[src/design/eapb_pkg.sv]
`timescale 1ns / 1ps

package eapb_pkg;

  localparam int SAMPLE_W   = 12;
  localparam int TIME_W     = 32;
  localparam int AVG_W      = 20;   // Q12.8
  localparam int WEIGHT_W   = 9;    // Q1.8, one is 256
  localparam int ACC_W      = 30;   // Q14.16 threshold / EMA accumulator
  localparam int RATE_W     = 16;
  localparam int INTERVAL_W = 16;
  localparam int REFR_W     = 11;
  localparam int FLOOR_W    = 12;
  localparam int CFG_IDX_W  = 3;
  localparam int CFG_DATA_W = 12;
  localparam int MAC_STEPS  = WEIGHT_W;  // one weight bit per cycle

  localparam int unsigned BPM_SCALE = 60000;  // ms per minute
  localparam int unsigned RATE_MAX  = 65535;

  localparam logic [WEIGHT_W-1:0] Q8_ONE = WEIGHT_W'(256);

  localparam logic [REFR_W-1:0]   REFR_RST    = REFR_W'(200);
  localparam logic [WEIGHT_W-1:0] ALPHA_RST   = WEIGHT_W'(32);
  localparam logic [WEIGHT_W-1:0] SIG_W_RST   = WEIGHT_W'(64);
  localparam logic [WEIGHT_W-1:0] NOISE_W_RST = WEIGHT_W'(192);
  localparam logic [FLOOR_W-1:0]  FLOOR_RST   = FLOOR_W'(50);

  typedef struct packed {
    logic [SAMPLE_W-1:0] sample;
    logic [TIME_W-1:0]   time_ms;
  } in_item_t;

  typedef struct packed {
    logic              peak;
    logic [RATE_W-1:0] beats_per_minute;
  } out_item_t;

  typedef enum logic [CFG_IDX_W-1:0] {
    CFG_REFRACTORY = 3'd0,
    CFG_ALPHA      = 3'd1,
    CFG_SIG_WEIGHT = 3'd2,
    CFG_NOISE_WT   = 3'd3,
    CFG_FLOOR      = 3'd4
  } cfg_reg_t;

  typedef enum logic [3:0] {
    ST_IDLE,
    ST_CHECK,
    ST_THR,
    ST_DECIDE,
    ST_EMA,
    ST_SUM_GO,
    ST_SUM,
    ST_DIV,
    ST_DONE
  } state_t;

  // two weighted products summed: x_a*w_a + x_b*w_b
  typedef struct packed {
    logic                start;
    logic [AVG_W-1:0]    x_a;
    logic [WEIGHT_W-1:0] w_a;
    logic [AVG_W-1:0]    x_b;
    logic [WEIGHT_W-1:0] w_b;
  } mac_req_t;

  typedef struct packed {
    logic             done;
    logic [ACC_W-1:0] acc;
  } mac_rsp_t;

  typedef struct packed {
    logic wr_en;
    logic sum_start;
  } ring_ctrl_t;

  function automatic logic [WEIGHT_W-1:0] clamp_q8(input logic [WEIGHT_W-1:0] w);
    return (w > Q8_ONE) ? Q8_ONE : w;
  endfunction

endpackage

[src/design/eapb_mac.sv]
`timescale 1ns / 1ps

// Bit-serial dual multiply-accumulate, one weight bit per cycle.
module eapb_mac
  import eapb_pkg::*;
(
  input  logic     clk,
  input  logic     rst,
  input  mac_req_t req,
  output mac_rsp_t rsp
);

  localparam int STEP_W = $clog2(MAC_STEPS);

  logic [ACC_W-1:0]    ma, mb, acc;
  logic [WEIGHT_W-1:0] wa, wb;
  logic [STEP_W-1:0]   step;
  logic                busy, done;

  always_ff @(posedge clk) begin
    if (rst) begin
      busy <= 1'b0;
      done <= 1'b0;
      step <= '0;
    end else begin
      done <= 1'b0;
      if (req.start) begin
        busy <= 1'b1;
        step <= '0;
      end else if (busy) begin
        step <= step + STEP_W'(1);
        if (step == STEP_W'(MAC_STEPS - 1)) begin
          busy <= 1'b0;
          done <= 1'b1;
        end
      end
    end
  end

  always_ff @(posedge clk) begin
    if (req.start) begin
      acc <= '0;
      ma  <= ACC_W'(req.x_a);
      mb  <= ACC_W'(req.x_b);
      wa  <= req.w_a;
      wb  <= req.w_b;
    end else if (busy) begin
      acc <= acc + (wa[0] ? ma : '0) + (wb[0] ? mb : '0);
      ma  <= ma << 1;
      mb  <= mb << 1;
      wa  <= wa >> 1;
      wb  <= wb >> 1;
    end
  end

  assign rsp.done = done;
  assign rsp.acc  = acc;

endmodule

[src/design/eapb_ring.sv]
`timescale 1ns / 1ps

// RR interval ring with a serial summing pass over the filled entries.
module eapb_ring
  import eapb_pkg::*;
#(
  parameter int DEPTH = 8
) (
  input  logic                                 clk,
  input  logic                                 rst,
  input  ring_ctrl_t                           ctrl,
  input  logic [INTERVAL_W-1:0]                wr_data,
  output logic [$clog2(DEPTH+1)-1:0]           count,
  output logic [INTERVAL_W+$clog2(DEPTH)-1:0]  sum,
  output logic                                 sum_done
);

  localparam int ADDR_W = $clog2(DEPTH);
  localparam int CNT_W  = $clog2(DEPTH + 1);
  localparam int SUM_W  = INTERVAL_W + $clog2(DEPTH);

  logic [INTERVAL_W-1:0] mem [DEPTH];
  logic [INTERVAL_W-1:0] rd_data;
  logic [ADDR_W-1:0]     slot, rd_idx;
  logic                  issue, rd_vld, last;

  assign last = (CNT_W'(rd_idx) == count - CNT_W'(1));

  always_ff @(posedge clk) begin
    if (ctrl.wr_en) begin
      mem[slot] <= wr_data;
    end
    rd_data <= mem[rd_idx];
  end

  always_ff @(posedge clk) begin
    if (rst) begin
      slot     <= '0;
      count    <= '0;
      issue    <= 1'b0;
      rd_vld   <= 1'b0;
      sum_done <= 1'b0;
    end else begin
      sum_done <= rd_vld && !issue;
      rd_vld   <= issue;
      if (ctrl.wr_en) begin
        slot <= (slot == ADDR_W'(DEPTH - 1)) ? '0 : slot + ADDR_W'(1);
        if (count != CNT_W'(DEPTH)) begin
          count <= count + CNT_W'(1);
        end
      end
      if (ctrl.sum_start) begin
        issue <= 1'b1;
      end else if (issue && last) begin
        issue <= 1'b0;
      end
    end
  end

  always_ff @(posedge clk) begin
    if (ctrl.sum_start) begin
      rd_idx <= '0;
      sum    <= '0;
    end else begin
      if (issue && !last) begin
        rd_idx <= rd_idx + ADDR_W'(1);
      end
      if (rd_vld) begin
        sum <= sum + SUM_W'(rd_data);
      end
    end
  end

endmodule

[src/design/eapb_div.sv]
`timescale 1ns / 1ps

// Restoring divider, one quotient bit per cycle.
module eapb_div #(
  parameter int NUM_W = 19,
  parameter int DEN_W = 19
) (
  input  logic             clk,
  input  logic             rst,
  input  logic             start,
  input  logic [NUM_W-1:0] numer,
  input  logic [DEN_W-1:0] denom,
  output logic             done,
  output logic [NUM_W-1:0] quotient
);

  localparam int STEP_W = $clog2(NUM_W + 1);

  logic [DEN_W-1:0]  rem, den;
  logic [DEN_W:0]    shifted, trial;
  logic              ge;
  logic [STEP_W-1:0] step;
  logic              busy;

  assign shifted = {rem, quotient[NUM_W-1]};
  assign ge      = (shifted >= {1'b0, den});
  assign trial   = shifted - {1'b0, den};

  always_ff @(posedge clk) begin
    if (rst) begin
      busy <= 1'b0;
      done <= 1'b0;
      step <= '0;
    end else begin
      done <= 1'b0;
      if (start) begin
        busy <= 1'b1;
        step <= '0;
      end else if (busy) begin
        step <= step + STEP_W'(1);
        if (step == STEP_W'(NUM_W - 1)) begin
          busy <= 1'b0;
          done <= 1'b1;
        end
      end
    end
  end

  always_ff @(posedge clk) begin
    if (start) begin
      quotient <= numer;
      den      <= denom;
      rem      <= '0;
    end else if (busy) begin
      rem      <= ge ? trial[DEN_W-1:0] : shifted[DEN_W-1:0];
      quotient <= {quotient[NUM_W-2:0], ge};
    end
  end

endmodule

[src/design/ecg_adaptive_peak_bpm.sv]
`timescale 1ns / 1ps
// Adaptive-threshold R-peak detector with heart-rate estimate, one result per sample.
// A sample in the refractory window takes one serial MAC pass (the EMA update), other samples
//   take two (threshold, then EMA); a peak that updates the rate adds a ring sum over the
//   stored intervals and a serial divide.
// One sample in flight: the next is taken the cycle after the result is loaded.
// Synchronous active-high reset clears the sequencer, config, detector state and out_valid.

module ecg_adaptive_peak_bpm
  import eapb_pkg::*;
#(
  parameter int INTERVAL_DEPTH = 8,
  parameter int TIME_BITS      = 32
) (
  input  logic                  clk,
  input  logic                  rst,
  input  logic                  in_valid,
  output logic                  in_stall,
  input  in_item_t              in_data,
  output logic                  out_valid,
  input  logic                  out_stall,
  output out_item_t             out_data,
  input  logic                  cfg_valid,
  output logic                  cfg_ready,
  input  logic [CFG_IDX_W-1:0]  cfg_index,
  input  logic [CFG_DATA_W-1:0] cfg_data
);

  localparam int CNT_W = $clog2(INTERVAL_DEPTH + 1);
  localparam int SUM_W = INTERVAL_W + $clog2(INTERVAL_DEPTH);
  localparam int NUM_W = $clog2(BPM_SCALE * INTERVAL_DEPTH + 1);

  // config registers
  logic [REFR_W-1:0]   refr_window;
  logic [WEIGHT_W-1:0] ema_alpha_q8, signal_weight_q8, noise_weight_q8;
  logic [FLOOR_W-1:0]  threshold_floor;

  // detector state
  state_t               state, state_next;
  logic [AVG_W-1:0]     signal_average, noise_average;
  logic [TIME_BITS-1:0] last_peak_time;
  logic                 prior_peak_seen;
  logic [RATE_W-1:0]    rate_estimate;

  // per-item working registers
  logic [SAMPLE_W-1:0]  smp;
  logic [TIME_BITS-1:0] now;
  logic                 peak_r;

  // sub-unit wiring
  mac_req_t             mac_req;
  mac_rsp_t             mac_rsp;
  ring_ctrl_t           ring_ctrl;
  logic [CNT_W-1:0]     ring_count;
  logic [SUM_W-1:0]     ring_sum;
  logic                 sum_done;
  logic                 div_start, div_done;
  logic [NUM_W-1:0]     div_numer, quotient;

  // decode
  logic                 accept, out_load;
  logic [TIME_BITS-1:0] since;
  logic                 in_refr;
  logic [WEIGHT_W-1:0]  alpha_c;
  logic [ACC_W-1:0]     floor_q16, thr;
  logic                 is_peak;
  logic [AVG_W-1:0]     ema_avg, ema_src;
  logic                 ema_mode;
  logic [INTERVAL_W-1:0] rr_sat;

  assign cfg_ready = 1'b1;
  assign accept    = in_valid && !in_stall;

  // elapsed time since the last peak, wrapping at TIME_BITS
  assign since   = now - last_peak_time;
  assign in_refr = (since < TIME_BITS'(refr_window));
  assign rr_sat  = (since > TIME_BITS'(RATE_MAX)) ? '1 : since[INTERVAL_W-1:0];

  // threshold in Q14.16 comes out of the first MAC pass; floor applied here
  assign floor_q16 = ACC_W'({threshold_floor, 16'b0});
  assign thr       = (mac_rsp.acc < floor_q16) ? floor_q16 : mac_rsp.acc;
  assign is_peak   = (ACC_W'({smp, 16'b0}) > thr);

  // EMA: (256-a)*avg + a*(sample<<8), then drop the 8 fraction bits of the weight
  assign alpha_c  = clamp_q8(ema_alpha_q8);
  assign ema_mode = (state == ST_DECIDE) || in_refr;
  assign ema_src  = (state == ST_DECIDE && is_peak) ? signal_average : noise_average;
  assign ema_avg  = mac_rsp.acc[AVG_W+7:8];

  always_comb begin
    mac_req.start = (state == ST_CHECK) || (state == ST_DECIDE);
    if (ema_mode) begin
      mac_req.x_a = ema_src;
      mac_req.w_a = Q8_ONE - alpha_c;
      mac_req.x_b = AVG_W'({smp, 8'b0});
      mac_req.w_b = alpha_c;
    end else begin
      mac_req.x_a = signal_average;
      mac_req.w_a = clamp_q8(signal_weight_q8);
      mac_req.x_b = noise_average;
      mac_req.w_b = clamp_q8(noise_weight_q8);
    end
  end

  assign div_numer = NUM_W'(ring_count) * NUM_W'(BPM_SCALE);

  eapb_mac u_mac (
    .clk (clk),
    .rst (rst),
    .req (mac_req),
    .rsp (mac_rsp)
  );

  eapb_ring #(
    .DEPTH (INTERVAL_DEPTH)
  ) u_ring (
    .clk      (clk),
    .rst      (rst),
    .ctrl     (ring_ctrl),
    .wr_data  (rr_sat),
    .count    (ring_count),
    .sum      (ring_sum),
    .sum_done (sum_done)
  );

  eapb_div #(
    .NUM_W (NUM_W),
    .DEN_W (SUM_W)
  ) u_div (
    .clk      (clk),
    .rst      (rst),
    .start    (div_start),
    .numer    (div_numer),
    .denom    (ring_sum),
    .done     (div_done),
    .quotient (quotient)
  );

  // sequencer: next state
  always_comb begin
    state_next = state;
    unique case (state)
      ST_IDLE:   if (in_valid) state_next = ST_CHECK;
      ST_CHECK:  state_next = in_refr ? ST_EMA : ST_THR;
      ST_THR:    if (mac_rsp.done) state_next = ST_DECIDE;
      ST_DECIDE: state_next = ST_EMA;
      ST_EMA: begin
        if (mac_rsp.done) begin
          // a second or later interval makes the rate valid
          if (peak_r && prior_peak_seen && ring_count != '0) begin
            state_next = ST_SUM_GO;
          end else begin
            state_next = ST_DONE;
          end
        end
      end
      ST_SUM_GO: state_next = ST_SUM;
      ST_SUM: begin
        if (sum_done) state_next = (ring_sum == '0) ? ST_DONE : ST_DIV;
      end
      ST_DIV:    if (div_done) state_next = ST_DONE;
      ST_DONE:   if (!out_valid || !out_stall) state_next = ST_IDLE;
      default:   state_next = ST_IDLE;
    endcase
  end

  // sequencer: strobes
  always_comb begin
    in_stall            = (state != ST_IDLE);
    ring_ctrl.wr_en     = (state == ST_EMA) && mac_rsp.done && peak_r && prior_peak_seen;
    ring_ctrl.sum_start = (state == ST_SUM_GO);
    div_start           = (state == ST_SUM) && sum_done && (ring_sum != '0);
    out_load            = (state == ST_DONE) && (!out_valid || !out_stall);
  end

  always_ff @(posedge clk) begin
    if (rst) begin
      state <= ST_IDLE;
    end else begin
      state <= state_next;
    end
  end

  // config writes and detector state
  always_ff @(posedge clk) begin
    if (rst) begin
      refr_window      <= REFR_RST;
      ema_alpha_q8     <= ALPHA_RST;
      signal_weight_q8 <= SIG_W_RST;
      noise_weight_q8  <= NOISE_W_RST;
      threshold_floor  <= FLOOR_RST;
      signal_average   <= '0;
      noise_average    <= '0;
      last_peak_time   <= '0;
      prior_peak_seen  <= 1'b0;
      rate_estimate    <= '0;
    end else begin
      if (cfg_valid && cfg_ready) begin
        case (cfg_index)
          CFG_REFRACTORY: refr_window      <= cfg_data[REFR_W-1:0];
          CFG_ALPHA:      ema_alpha_q8     <= cfg_data[WEIGHT_W-1:0];
          CFG_SIG_WEIGHT: signal_weight_q8 <= cfg_data[WEIGHT_W-1:0];
          CFG_NOISE_WT:   noise_weight_q8  <= cfg_data[WEIGHT_W-1:0];
          CFG_FLOOR:      threshold_floor  <= cfg_data[FLOOR_W-1:0];
          default: ;  // unmapped index, dropped
        endcase
      end
      if (state == ST_EMA && mac_rsp.done) begin
        if (peak_r) begin
          signal_average  <= ema_avg;
          last_peak_time  <= now;
          prior_peak_seen <= 1'b1;
        end else begin
          noise_average <= ema_avg;
        end
      end
      // zero interval sum reads as maximum rate
      if (state == ST_SUM && sum_done && ring_sum == '0) begin
        rate_estimate <= '1;
      end
      if (state == ST_DIV && div_done) begin
        rate_estimate <= (quotient > NUM_W'(RATE_MAX)) ? '1 : quotient[RATE_W-1:0];
      end
    end
  end

  // item payload
  always_ff @(posedge clk) begin
    if (accept) begin
      smp <= in_data.sample;
      now <= in_data.time_ms[TIME_BITS-1:0];
    end
    if (state == ST_CHECK) begin
      peak_r <= 1'b0;
    end else if (state == ST_DECIDE) begin
      peak_r <= is_peak;
    end
    if (out_load) begin
      out_data.peak             <= peak_r;
      out_data.beats_per_minute <= rate_estimate;
    end
  end

  // output register
  always_ff @(posedge clk) begin
    if (rst) begin
      out_valid <= 1'b0;
    end else if (out_load) begin
      out_valid <= 1'b1;
    end else if (!out_stall) begin
      out_valid <= 1'b0;
    end
  end

  // the MAC only reports back while the sequencer waits on it
  a_mac_done_waited: assert property (@(posedge clk) disable iff (rst)
    mac_rsp.done |-> (state == ST_THR || state == ST_EMA))
    else $error("MAC finished outside a wait state");

  // rate only moves at the end of a sum or divide
  a_rate_source: assert property (@(posedge clk) disable iff (rst)
    (!$past(rst) && rate_estimate != $past(rate_estimate)) |->
      ($past(state) == ST_SUM || $past(state) == ST_DIV))
    else $error("rate estimate changed outside the rate update");

  // a reported peak has already moved the peak timestamp to its sample
  a_peak_time: assert property (@(posedge clk) disable iff (rst)
    ($rose(out_valid) && out_data.peak) |-> (last_peak_time == now))
    else $error("peak reported without peak time update");

  // a new result appears only from the final state
  a_out_from_done: assert property (@(posedge clk) disable iff (rst)
    $rose(out_valid) |-> ($past(state) == ST_DONE))
    else $error("output item raised outside the final state");

endmodule
[config.mk]
export PLATFORM = sky130hd
export DESIGN_NAME = ecg_adaptive_peak_bpm
export DESIGN_NICKNAME = d
export VERILOG_FILES = /design/src/design/eapb_pkg.sv /design/src/design/eapb_mac.sv /design/src/design/eapb_ring.sv /design/src/design/eapb_div.sv /design/src/design/ecg_adaptive_peak_bpm.sv
export SDC_FILE = /design/constraint.sdc
export NUM_CORES = 1
export LEC_CHECK = 0
export ABC_AREA = 1
export BUFFER_PORTS_ARGS = -buffer_cell sky130_fd_sc_hd__buf_2
export CAP_MARGIN = 40
export CORE_AREA = 2 2 237 239
export DETAILED_ROUTE_END_ITERATION = 10
export DIE_AREA = 0 0 239 241
export PLACE_DENSITY = 0.75
export REMOVE_ABC_BUFFERS = 1
export SLEW_MARGIN = 20
export SYNTH_ARGS = -nofsm -noshare
export SYNTH_HDL_FRONTEND = slang
export SYNTH_SLANG_ARGS = --single-unit
export TNS_END_PERCENT = 1
[constraint.sdc]
create_clock -name clk -period 4.03 [get_ports clk]
set_input_delay 0.2015 -clock clk [delete_from_list [all_inputs] [get_ports clk]]
set_output_delay 0.2015 -clock clk [all_outputs]
set_load 0.01 [all_outputs]
==> metrics.txt <==
Final setup viols=0; non-filler cells, final=4605; Worst-Skew Late Latency=0.63 ns; CP Max Fanout=21; GRT Overall Usage=25.8%; post-DP HPWL=51000 um; min cycle time layout=3.78 ns; Root Buffer=clkbuf_16; Main synth FF type=edfxtp_1; Placement Cell Area=0.0315 sq mm; die area=0.0576 sq mm; core outline area=0.0549 sq mm; cell count after synthesis=3697; final layout net count=4111; dpl ws=0.0971 ns; Final Max Slew Viols=0; drt wl/cell=16.0 um; I/O pin total=84; asr flop ratio synth=0%; clock buffer depth=3; PD cells=649 mW/mm^2; Most Frequent Cell on Critical Path=nand2_1; WP data required=4.40 ns; reg-to-reg endpoint=u_mac.ma[9]; RSZ-0062 raised after global routing=true; worst slew pin tran=0.835 ns; share of post-route cells with drive strength above 1=7.69%; R2R cell count=21; Vias=25000; Post-DRT Antenna Nets=0; VDD IR max=0.403 mV; CP startpoint kind=flip-flop; HP Start=in_valid; Ys Warns=0; initial antenna violation count=1; largest net degree at the start of global routing=86; CP cell instances=inv_1 -> ha_1 -> inv_1 -> fa_1 -> nand2_1 -> nand3_1 -> xor2_1 -> ha_1 -> nand2_1 -> nor2_1 -> nand2_1 -> o211ai_1 -> nand3_1 -> a21boi_0 -> nor2_1 -> nand3_4 -> buf_4 -> nand3_1 -> nand2_1 -> nand2_1 -> nand2_1; max cap viols=0; max incr delay on CP=0.47 ns; Port Buffers=82; Hold Vio Cnt, Final=0; Worst R2R Start=now[0]; maximum clock frequency=265 MHz; total negative setup slack=0 ns; DR pass1 iterations=5; first-pass GRT wire length=120000 um; Iter 0 DRT Violations=2118; Area contributors post-synth=edfxtp_1, dfxtp_1, nand2_1, inv_1, ha_1; clock slew seen by the registers of the worst setup and hold paths=0.06 ns; total gr overflow=0; area leader, netlist=edfxtp_1; Worst slew margin=43.7%; P_leak=0.0156 uW; synthesized area per cell=8.13 sq um; Starting Density=54.8%; Via density=5.44; Crit-path slowest cell=fa_1; WS Path Type=flip-flop to flip-flop; critical path arrival=4.15 ns; Synth cell types=59; Crit. End Element=flip-flop; Worst Hold Class=input port to flip-flop; CTS tree=built; CTS buffer count=58; deepest level of the CTS H-tree=2; vias in the first global route=23700; register bit total from synthesis=560; Inst Count DP=4428; Sink Count=560; RePlAce Congestion=0.950; die width=239 um; Final Instance Area=0.0343 sq mm; number of flops mapped to enable cells by yosys=280; Final Cycle Share=93.8%; Worst Clk Skew=0.0206 ns; DR DRC count=0; post-synthesis cell area=0.0301 sq mm; routed wire length=73800 um; worst hold endpoint=smp[2]; Die Span Y=241 um; worst hold path cell count=3; worst setup margin=0.251 ns; FP Rows=86; FF-to-FF setup slack=0.25 ns; ANT cells=0; share of the synthesized area in the top cell type=28.0%; register area share after synthesis=46.6%; Area Overhead vs Synth=14.1%; outcome=completed
layout by cell type, fill, tap and decap left out, types with 20 or more instances in the layout:
master,count
nand2_1,776
inv_1,566
nor2_1,347
o21ai_0,340
a21oi_1,294
edfxtp_1,280
dfxtp_1,279
ha_1,159
nand3_1,120
buf_2,82
clkbuf_16,67
buf_4,67
dlygate4sd3_1,60
xor2_1,52
fa_1,37
nand4_1,30
o22ai_1,30
nor3_1,23
xnor2_1,23
a31oi_1,22
a22oi_1,22
o211ai_1,20
o221ai_1,20
per-layer routing:
metal / global-route usage (%) / up-vias / part of all wire (%)
met5: 0 / - / 0
met4: 7.95 / 0 / 2.8
met3: 3.95 / 154 / 7.2
met2: 43.0 / 801 / 46
met1: 34.8 / 11600 / 44
li1: - / 12500 / -
cell usage after synthesis, types with 23 or more instances:
cell type	instances
clkbuf_1	103
nand2_1	777
nor3_1	32
ha_1	159
a21oi_1	294
xor2_1	52
nor2_1	348
nand4_1	30
nand3_1	120
o21ai_0	341
xnor2_1	23
dfxtp_1	280
o22ai_1	30
fa_1	37
edfxtp_1	280
inv_1	568
where the power goes:
part | total (uW) | switching [uW] | internal, uW | leakage, uW
Clock | 5800 | 2280 | 3510 | 0.00103
Combinational | 8840 | 5690 | 3150 | 0.00937
Sequential | 7650 | 628 | 7020 | 0.00521
how the worst max path moves through the flow:
stage,start,end,slack (ns),cells after the start
after global routing,now[0],u_mac.ma[1],-0.06,21
final,now[0],u_mac.ma[9],0.25,21
after floorplan,state[2],u_mac.ma[10],-0.92,11
after CTS,now[0],u_mac.mb[17],0.05,20
after detailed placement,now[0],u_mac.mb[14],0.1,20
after global placement,now[0],u_mac.mb[14],0.1,20
critical path, delay by kind of cell, from the launching register on:
family	cells	cell delay [ns]
DFF	1	0.42
xor gates and xnor gates	1	0.32
adders and majority gates	3	0.91
AOI/OAI and AO/OA	2	0.16
buffers and inverters	3	0.46
and+or+nand+nor	12	1.25
through the flow:
stage | hold slack, ns | utilization [%] | power, uW
2_1_floorplan | 0.271 | - | 13700
3_3_place_gp | 0.378 | 57.3 | 16100
3_5_place_dp | 0.380 | 57.4 | 16300
4_1_cts | 0.0541 | 62.4 | 22200
5_1_grt | 0.0775 | 62.5 | 23900
6_report | 0.0923 | 62.5 | 22300
sequential cells by signal (all words and copies together) (netlist names), 20 cells and up:
signal	flops
noise_average	20
u_mac.mb	30
last_peak_time	32
u_ring.mem	128
signal_average	20
u_mac.acc	30
now	32
u_mac.ma	30
layout make-up:
cell class                 instances  area, sq um
fill                            4625        20600
sequential                       560        14000
multi-input combinational       2437        13500
inverter                         575         2160
clock buffer                      82         1770
timing repair buffer             219         1700
tap                              704          881
clock inverter                    28          328
logic make-up (layout without fill, tap and decap cells):
logic type	after synthesis	after routing	synth area share, %
simple gates	1364	1365	18.6
compound gates	800	800	14.6
buf+inv	701	904	8.97
flops	560	560	46.6
fa+ha+maj	196	196	9.08
xor+xnor	75	75	2.18
other cells	1	1	0.0125
what timing repair did:
item	CTS	global route
gates resized for setup	0	4
hold buffers	60	0
setup buffers	0	6
endpoints found under the setup margin	0	59
endpoints found under the hold margin	95	0
Power figures use the tool's default switching activity.
